## src/rtl/smsm_div.sv

```systemverilog
`default_nettype none
module smsm_div #(
    parameter int NUM_W = 50,
    parameter int DEN_W = 18
) (
    input  wire logic             i_clk,
    input  wire logic             i_rst_n,
    input  wire logic             i_start,
    input  wire logic [NUM_W-1:0] i_num,
    input  wire logic [DEN_W-1:0] i_den,
    output logic                  o_busy,
    output logic [NUM_W-1:0]      o_quot
);
    localparam int CW = $clog2(NUM_W + 1);

    logic             r_busy;
    logic [CW-1:0]    r_cnt;
    logic [NUM_W-1:0] r_num;
    logic [DEN_W-1:0] r_den;
    logic [DEN_W-1:0] r_rem;
    logic [DEN_W:0]   rem_sh;
    logic             ge;
    logic [DEN_W-1:0] n_rem;

    always_comb begin
        rem_sh = {r_rem, r_num[NUM_W-1]};
        ge     = rem_sh >= {1'b0, r_den};
        if (ge) begin
            n_rem = DEN_W'(rem_sh - {1'b0, r_den});
        end else begin
            n_rem = rem_sh[DEN_W-1:0];
        end
    end

    always_ff @(posedge i_clk) begin
        if (!i_rst_n) begin
            r_busy <= 1'b0;
        end else if (i_start) begin
            r_busy <= 1'b1;
        end else if (r_busy && r_cnt == CW'(NUM_W - 1)) begin
            r_busy <= 1'b0;
        end
    end

    always_ff @(posedge i_clk) begin
        if (i_start) begin
            r_num <= i_num;
            r_den <= i_den;
            r_rem <= '0;
            r_cnt <= '0;
        end else if (r_busy) begin
            r_rem <= n_rem;
            r_num <= {r_num[NUM_W-2:0], ge};
            r_cnt <= r_cnt + 1'b1;
        end
    end

    assign o_busy = r_busy;
    assign o_quot = r_num;
endmodule
`default_nettype wire
```

## config.mk

```make
export PLATFORM = sky130hd
export DESIGN_NAME = smsm_div
export DESIGN_NICKNAME = d
export VERILOG_FILES = /design/src/rtl/smsm_div.sv
export SDC_FILE = /design/constraint.sdc
export NUM_CORES = 1
export LEC_CHECK = 0
export BUFFER_PORTS_ARGS = -buffer_cell sky130_fd_sc_hd__buf_2
export CAP_MARGIN = 15
export CORE_UTILIZATION = 54
export DETAILED_ROUTE_END_ITERATION = 16
export PLACE_DENSITY = 0.91
export SYNTH_ARGS = -nofsm -noshare
export SYNTH_HDL_FRONTEND = slang
export SYNTH_SLANG_ARGS = --single-unit
```

## constraint.sdc

```tcl
create_clock -name i_clk -period 3.1 [get_ports i_clk]
set_input_delay 0.62 -clock i_clk [delete_from_list [all_inputs] [get_ports i_clk]]
set_output_delay 0.62 -clock i_clk [all_outputs]
set_load 0.01 [all_outputs]
```

==> qor.yml, run 1 <==
data_arrival_time_of_the_worst_path_ns: 2.87
post_synth_fa_ha_maj_area_fraction: 0.0556
placed_cells_incl_taps: 631
post_synth_design_cell_area_um2: 4860
syn-mean-instance-area_um2: 11.6
postCtsResizedCells: 0
synth_simple_gate_area_frac: 0.0937
first_global_vias: 3851
die-width_um: 96.9
drt_first_iter_violations: 231
hpwlAfterDp_um: 8120
finalWorstPathRequiredPeriod_ns: 2.64
final_cells: 647
avgRoutedWirePerCell_um: 17.6
finalMaxSlewViolations: 0
max_freq_mhz: 379
report.final.hold_viol_count: 0
syn-instance-count: 418
type_of_element_launching_the_critical_path: "flip-flop"
area_growth_syn_to_layout_pct: 18.7
io_buffer_count: 121
final_min_period_over_clock_period: 0.851
outcome: "finished, final reports clean"
post_synth_edffs: 68
ys_types: 57
p_leak_nw: 2.37
powerDensity_nw_per_um2: 492
drtAntennaViolNets: 0
clock_insertion_delay_worst_skew_ns: 0.36
vdd_drop_max_uv: 333
synth_fp_nets: 510
synth.area.mux_share: 0.120
cts.root.buffer_cell: "sky130_fd_sc_hd__clkbuf_8"
final_report_setup_violation_count: 0
ys_top_cells_by_area: "sky130_fd_sc_hd__edfxtp_1, sky130_fd_sc_hd__mux2_2, sky130_fd_sc_hd__dfxtp_1"
tritoncts_clock_tree: "done"
synth_compound_gate_area_share: 0.140
finalWirelength_um: 11400
async_reset_ff_frac: 0
finalClockSkew_ns: 0.0141
first_pass_grt_wire_length_um: 18300
unrepaired_setup_endpoints_after_global_routing: "false"
fillerInstances: 661
rows: 34
cts-hold-fix-buffers: 0
cts.sink_count: 93
grt_start_max_net_pins: 52
n_antenna_cell: 0
global_route.overflow_total: 0
placement.setup.worst_slack_ns: 0.506
nets: 626
fin_ws_ns: 0.462
antenna_found_initial: 0
gp_congestion: 0.941
synth_largest_type_area_fraction: 0.420
clkSlewWorstSetupHoldPaths_ns: 0.10
routed-via-count: 3832
multiInputGateArea_um2: 2120
yosys.area.top_type: "sky130_fd_sc_hd__edfxtp_1"
firstDrtPassIters: 5
worst-r2r-setup-slack_ns: 0.46
route.detailed.drc: 0
initial_utilization: 0.557
depth_of_the_cts_h_tree: 3
route.detailed.vias_per_inst: 5.92
synth-seq-cells: 93
cts_made_buffers: 9
core_area_um2: 8720
slew_headroom: 0.491
path_class: "reg -> reg"
drive_above_1_share: 0.373
endpoint_kind: "flip-flop"
post_synth_xor_area_fraction: 0.0270
die_area_um2: 9380
ys.flop_type: "sky130_fd_sc_hd__edfxtp_1"
floorplan.die.height_um: 96.9
ff_latch_area_um2: 2540
cp_max_fo: 5
postCtsSetupBuffers: 0
grt_util_all_layers: 0.244
worst_slew_pin_tran_ns: 0.755
min-delay-path-class: "in -> reg"
maxCapViolations: 0
worst_ep_required_time_ns: 3.33
main_combinational_cell_family_by_area_after_synthesis: "compound AO/OA/AOI/OAI gates"
portion_of_the_post_synthesis_area_used_by_sequential_elements: 0.523
setup_tns_ns: 0
clockBufferDepth: 2
top_level_ports: 122
number_of_warning_messages_in_the_yosys_log: 0
[flip-flops by register name, indices dropped and copies added, names as in the netlist]
| name | cells |
|---|---|
| o_quot | 50 |
| r_den | 18 |
| r_rem | 18 |
| r_cnt | 6 |
| o_busy | 1 |
[kinds of logic (layout without fill, tap and decap cells)]
family	Yosys count	count (layout)
AO/OA/AOI/OAI	94	94
XOR/XNOR	15	15
adder cells (fa/ha/maj)	21	21
buffers and inverters	45	166
flip-flops	93	93
multiplexers	52	52
AND/OR/NAND/NOR	98	98
[cells in the mapped netlist, types with 7 or more instances]
| cell type | n |
|---|---|
| sky130_fd_sc_hd__o211ai_1 | 16 |
| sky130_fd_sc_hd__nor2_1 | 23 |
| sky130_fd_sc_hd__mux2_2 | 50 |
| sky130_fd_sc_hd__xnor2_1 | 10 |
| sky130_fd_sc_hd__o21ai_0 | 14 |
| sky130_fd_sc_hd__inv_1 | 22 |
| sky130_fd_sc_hd__clkbuf_1 | 9 |
| sky130_fd_sc_hd__a21oi_1 | 19 |
| sky130_fd_sc_hd__nand2_1 | 43 |
| sky130_fd_sc_hd__ha_1 | 20 |
| sky130_fd_sc_hd__dfxtp_1 | 25 |
| sky130_fd_sc_hd__buf_2 | 8 |
| sky130_fd_sc_hd__or3_1 | 7 |
| sky130_fd_sc_hd__edfxtp_1 | 68 |
[report_power, final]
part | switching (W) | leakage [nW] | internal [W] | total [W]
sequential | 0.0000495 | 0.882 | 0.00145 | 0.00150
combinational | 0.000258 | 1.39 | 0.000219 | 0.000477
clock | 0.000473 | 0.0998 | 0.000384 | 0.000857
total | 0.000781 | 2.37 | 0.00206 | 0.00284
[path summary, 6_finish.rpt]
check                   end       start  cells past startpoint
setup / recovery  r_rem[14]  o_quot[49]                     10
hold reg to reg    r_cnt[5]    r_cnt[5]                      2
setup reg to reg  r_rem[14]  o_quot[49]                     10
hold / removal    r_den[10]   i_den[10]                      1
[area by class of cell]
cell class / count / share of cell area
Clock inverter: 7 / 0.0137
Inverter: 22 / 0.0143
Multi-Input combinational cell: 280 / 0.368
Clock buffer: 9 / 0.0215
Tap cell: 108 / 0.0234
Timing Repair Buffer: 128 / 0.119
Sequential cell: 93 / 0.441
[per-stage QoR]
stage	cell area, um^2	hold slack [ns]	util	power, W
detailed placement	5570	0.493	0.638	0.00200
CTS	5770	0.417	0.662	0.00285
global placement	5570	0.469	0.638	0.00198
finish	5770	0.430	0.662	0.00284
floorplan	4860	0.451	-	0.00182
global route	5770	0.411	0.662	0.00295
[critical path: stages (launching register included)]
cell	delay, ns
sky130_fd_sc_hd__edfxtp_1	0.39
sky130_fd_sc_hd__inv_1	0.09
sky130_fd_sc_hd__ha_1	0.16
sky130_fd_sc_hd__inv_1	0.05
sky130_fd_sc_hd__fa_1	0.42
sky130_fd_sc_hd__a211oi_1	0.25
sky130_fd_sc_hd__o21ai_0	0.29
sky130_fd_sc_hd__a41o_1	0.35
sky130_fd_sc_hd__o41a_1	0.31
sky130_fd_sc_hd__o2111ai_1	0.10
sky130_fd_sc_hd__o211ai_1	0.11
[layout by cell type, fill, tap and decap left out, types with 2 or more instances in the layout]
master and count:
sky130_fd_sc_hd__a211oi_1 4, sky130_fd_sc_hd__clkbuf_8 9, sky130_fd_sc_hd__nand4_1 6, sky130_fd_sc_hd__dfxtp_1 25, sky130_fd_sc_hd__a211o_1 3, sky130_fd_sc_hd__a21oi_2 2
sky130_fd_sc_hd__o21ai_0 14, sky130_fd_sc_hd__ha_1 20, sky130_fd_sc_hd__a31oi_1 2, sky130_fd_sc_hd__nand2_1 43, sky130_fd_sc_hd__mux2_2 50, sky130_fd_sc_hd__nand2b_1 3
sky130_fd_sc_hd__inv_1 21, sky130_fd_sc_hd__or3_1 7, sky130_fd_sc_hd__o211ai_1 16, sky130_fd_sc_hd__o31a_1 6, sky130_fd_sc_hd__nand3_1 3, sky130_fd_sc_hd__o311a_1 2
sky130_fd_sc_hd__buf_4 6, sky130_fd_sc_hd__nor4_1 3, sky130_fd_sc_hd__a21o_1 4, sky130_fd_sc_hd__edfxtp_1 68, sky130_fd_sc_hd__buf_12 2, sky130_fd_sc_hd__buf_2 120
sky130_fd_sc_hd__o31ai_1 4, sky130_fd_sc_hd__a21oi_1 19, sky130_fd_sc_hd__mux2i_1 2, sky130_fd_sc_hd__o2111ai_1 2, sky130_fd_sc_hd__o21bai_1 2, sky130_fd_sc_hd__nor2_1 23
sky130_fd_sc_hd__inv_6 2, sky130_fd_sc_hd__xor2_1 5, sky130_fd_sc_hd__xnor2_1 10, sky130_fd_sc_hd__a32o_1 2
[per-layer routing]
metal,wire length [um],global-route usage,up-vias
met5,0,0,-
met4,280,0.0930,0
met3,940,0.0636,25
met2,5430,0.411,187
met1,4730,0.299,1824
li1,-,-,1796
Note: power is estimated with default switching activity, not from simulation.
==> inputs of run 2 (changes only) <==
- ABC_AREA: default -> 1
==> qor.yml, run 2 <==
synth_fp_nets: 705  # was 510
finalWirelength_um: 11600  # was 11,400 um
final_min_period_over_clock_period: 0.710  # was 0.851
min-delay-path-class: "in -> reg"  # unchanged
placedInstanceArea_um2: 5660  # was 5570 um^2
cts-hold-fix-buffers: 0  # unchanged
worst_ep_required_time_ns: 3.39  # was 3.33 ns
type_of_element_launching_the_critical_path: "flip-flop"  # unchanged
antenna_found_initial: 0  # unchanged
die-width_um: 98.2  # was 96.9 um
core_area_um2: 8850  # was 8720 um^2
hpwlAfterDp_um: 8430  # was 8120 um
grt_start_max_net_pins: 55  # was 52
endpoint_kind: "flip-flop"  # unchanged
grt_util_all_layers: 0.254  # was 0.244
ys_top_cells_by_area: "sky130_fd_sc_hd__edfxtp_1, sky130_fd_sc_hd__nand2_1, sky130_fd_sc_hd__dfxtp_1"  # was sky130_fd_sc_hd__edfxtp_1, sky130_fd_sc_hd__mux2_2, sky130_fd_sc_hd__dfxtp_1
critical_path.reg2reg.startpoint: "r_den[2]"  # was o_quot[49]
gp_congestion: 0.934  # was 0.941
yosys.area.top_type: "sky130_fd_sc_hd__edfxtp_1"  # unchanged
post-synth-top-count-cell: "sky130_fd_sc_hd__nand2_1"  # was sky130_fd_sc_hd__edfxtp_1
post_synth_most_frequent_cells: "sky130_fd_sc_hd__nand2_1, sky130_fd_sc_hd__edfxtp_1, sky130_fd_sc_hd__inv_1"  # was sky130_fd_sc_hd__edfxtp_1, sky130_fd_sc_hd__mux2_2, sky130_fd_sc_hd__nand2_1
drt_first_iter_violations: 229  # was 231
setup.worst_path.end: "r_rem[4]"  # was r_rem[14]
critical_path_cell_by_cell: "inv_1 > ha_1 > a21oi_1 > nand2_2 > nand2_1 > nand2_2 > nand2_1 > nand2_2 > nand2_4 > nand2_8 > nand2_1 > nand3_1 > o21ai_0"  # was inv_1 > ha_1 > inv_1 > fa_1 > a211oi_1 > o21ai_0 > a41o_1 > o41a_1 > o2111ai_1 > o211ai_1
ys_types: 36  # was 57
n_antenna_cell: 0  # unchanged
maxCapViolations: 0  # unchanged
initial_utilization: 0.565  # was 0.557
io_buffer_count: 121  # unchanged
largest_register_ff_count: 50  # unchanged
outcome: "finished, final reports clean"  # unchanged
post_synth_edffs: 68  # unchanged
post_synth_design_cell_area_um2: 5000  # was 4860 um^2
rows: 34  # unchanged
synth_largest_type_area_fraction: 0.409  # was 0.420
clockBufferDepth: 2  # unchanged
drive_above_1_share: 0.210  # was 0.373
top_level_ports: 122  # unchanged
area_growth_syn_to_layout_pct: 17.3  # was 18.7%
fillerInstances: 707  # was 661
number_of_buffer_and_inverter_stages_on_the_critical_path: 1  # was 2
clkSlewWorstSetupHoldPaths_ns: 0.09  # was 0.10 ns
floorplan.die.height_um: 98.2  # was 96.9 um
p_leak_nw: 3.04  # was 2.37 nW
report.final.hold_viol_count: 0  # unchanged
slew_headroom: 0.370  # was 0.491
routed-via-count: 4380  # was 3,832
cts.sink_count: 93  # unchanged
portion_of_the_post_synthesis_area_used_by_sequential_elements: 0.509  # was 0.523
length_in_cells_of_the_worst_reg_to_reg_path: 13  # was 10
path_class: "reg -> reg"  # unchanged
postCtsResizedCells: 0  # unchanged
setup_tns_ns: 0  # unchanged
final_report_setup_violation_count: 0  # unchanged
avgRoutedWirePerCell_um: 13.7  # was 17.6 um
finalClockSkew_ns: 0.00913  # was 0.0141 ns
depth_of_the_cts_h_tree: 3  # unchanged
crit_family: "simple AND/OR/NAND/NOR gates"  # was compound AO/OA/AOI/OAI gates
number_of_warning_messages_in_the_yosys_log: 0  # unchanged
vdd_drop_max_uv: 307  # was 333 uV
final_non_filler_cell_area_um2: 5860  # was 5770 um^2
combinationalPowerShare: 0.147  # was 0.168
syn-instance-count: 613  # was 418
final_common_cell: "sky130_fd_sc_hd__nand2_1"  # was sky130_fd_sc_hd__buf_2
nets: 822  # was 626
tritoncts_clock_tree: "done"  # unchanged
critical_path.reg2reg.endpoint: "r_rem[4]"  # was r_rem[14]
power_frac_clock: 0.301  # was 0.302
critical_path_cell_count: 13  # was 10
route.detailed.drc: 0  # unchanged
ys.flop_type: "sky130_fd_sc_hd__edfxtp_1"  # unchanged
synth-seq-cells: 93  # unchanged
unrepaired_setup_endpoints_after_global_routing: "false"  # unchanged
cp_max_fo: 21  # was 5
finalMaxSlewViolations: 0  # unchanged
seqPwrFrac: 0.552  # was 0.530
critical_path.slowest_cell: "sky130_fd_sc_hd__ha_1"  # was sky130_fd_sc_hd__fa_1
switching_share: 0.271  # was 0.275
die_area_um2: 9640  # was 9380 um^2
syn-mean-instance-area_um2: 8.15  # was 11.6 um^2
async_reset_ff_frac: 0  # unchanged
power_report.internal_total_w: 0.00198  # was 0.00206 W
data_arrival_time_of_the_worst_path_ns: 2.49  # was 2.87 ns
cp_slowest_stage_delay_ns: 0.37  # was 0.42 ns
first_global_vias: 4324  # was 3,851
route.detailed.vias_per_inst: 5.20  # was 5.92
cts_made_buffers: 9  # unchanged
postCtsSetupBuffers: 0  # unchanged
finalWorstPathRequiredPeriod_ns: 2.20  # was 2.64 ns
power.net_switching_w: 0.000737  # was 0.000781 W
first_pass_grt_wire_length_um: 19500  # was 18,300 um
clock_insertion_delay_worst_skew_ns: 0.36  # about the same
worst-r2r-setup-slack_ns: 0.90  # was 0.46 ns
powerDensity_nw_per_um2: 464  # was 492 nW/um^2
worst_slew_pin_tran_ns: 0.942  # was 0.755 ns
firstDrtPassIters: 7  # was 5
global_route.overflow_total: 0  # unchanged
cts.root.buffer_cell: "sky130_fd_sc_hd__clkbuf_8"  # unchanged
critical_path.startpoint: "r_den[2]"  # was o_quot[49]
drtAntennaViolNets: 0  # unchanged
layout.cells.most_common_list: "sky130_fd_sc_hd__nand2_1, sky130_fd_sc_hd__buf_2, sky130_fd_sc_hd__edfxtp_1"  # was sky130_fd_sc_hd__buf_2, sky130_fd_sc_hd__edfxtp_1, sky130_fd_sc_hd__mux2_2
max_freq_mhz: 454  # was 379 MHz
-- run 2: final cells by class --
class / count / area [um^2] / share of cell area
Clock buffer: 9 / 124 / 0.0211
Clock inverter: 7 / 72.6 / 0.0124
Inverter: 69 / 259 / 0.0442
Multi-Input combinational cell: 433 / 2090 / 0.356
Sequential cell: 93 / 2540 / 0.434
Tap cell: 108 / 135 / 0.0231
Timing Repair Buffer: 124 / 641 / 0.109
-- run 2: how the worst min path moves through the flow --
stage                          from        end  depth (start not counted)
after floorplan            r_cnt[5]   r_cnt[5]                          2
after global placement    r_rem[17]  r_rem[17]                          2
after detailed placement  r_rem[15]  r_rem[15]                          2
after CTS                  i_den[8]   r_den[8]                          1
after global routing       i_den[8]   r_den[8]                          1
final                      i_den[0]   r_den[0]                          1
-- run 2: cell families (layout without fill, tap and decap cells) --
| family | count (synthesis) | after routing | synth area share |
|---|---|---|---|
| XOR/XNOR | 8 | 8 | 0.0140 |
| buffers and inverters | 87 | 209 | 0.0736 |
| flip-flops | 93 | 93 | 0.509 |
| AO/OA/AOI/OAI | 37 | 37 | 0.0408 |
| AND/OR/NAND/NOR | 367 | 367 | 0.309 |
| adder cells (fa/ha/maj) | 21 | 21 | 0.0541 |
-- run 2: power by group through the flow --
| stage | combinational [W] | clock [W] | sequential, W |
|---|---|---|---|
| final | 0.000399 | 0.000818 | 0.00150 |
| after global routing | 0.000445 | 0.000869 | 0.00151 |
| after CTS | 0.000400 | 0.000833 | 0.00150 |
| after detailed placement | 0.000398 | 0 | 0.00152 |
| after global placement | 0.000386 | 0 | 0.00152 |
| after floorplan | 0.000193 | 0 | 0.00155 |
-- run 2: worst reg2reg max path: stages (launching register included) --
cell,delay [ns]
sky130_fd_sc_hd__edfxtp_1,0.33
sky130_fd_sc_hd__inv_1,0.04
sky130_fd_sc_hd__ha_1,0.37
sky130_fd_sc_hd__a21oi_1,0.21
sky130_fd_sc_hd__nand2_2,0.10
sky130_fd_sc_hd__nand2_1,0.10
sky130_fd_sc_hd__nand2_2,0.08
sky130_fd_sc_hd__nand2_1,0.10
sky130_fd_sc_hd__nand2_2,0.08
sky130_fd_sc_hd__nand2_4,0.26
sky130_fd_sc_hd__nand2_8,0.17
sky130_fd_sc_hd__nand2_1,0.12
sky130_fd_sc_hd__nand3_1,0.07
sky130_fd_sc_hd__o21ai_0,0.11
-- run 2: stage by stage --
stage | hold slack (ns) | cells | power, W | setup WS [ns] | util
final | 0.429 | 843 | 0.00272 | 0.898 | 0.662
after CTS | 0.413 | 843 | 0.00273 | 0.909 | 0.662
after floorplan | 0.440 | 613 | 0.00174 | 0.436 | -
after detailed placement | 0.462 | 827 | 0.00192 | 0.804 | 0.640
after global placement | 0.452 | 827 | 0.00191 | 0.835 | 0.640
after global routing | 0.415 | 843 | 0.00282 | 0.664 | 0.662
-- run 2: layer usage --
metal / routed length, um / GRT usage / up-vias
li1: - / - / 2187
met1: 4800 / 0.314 / 2005
met2: 5730 / 0.430 / 167
met3: 783 / 0.0551 / 21
met4: 268 / 0.114 / 0
met5: 0 / 0 / -
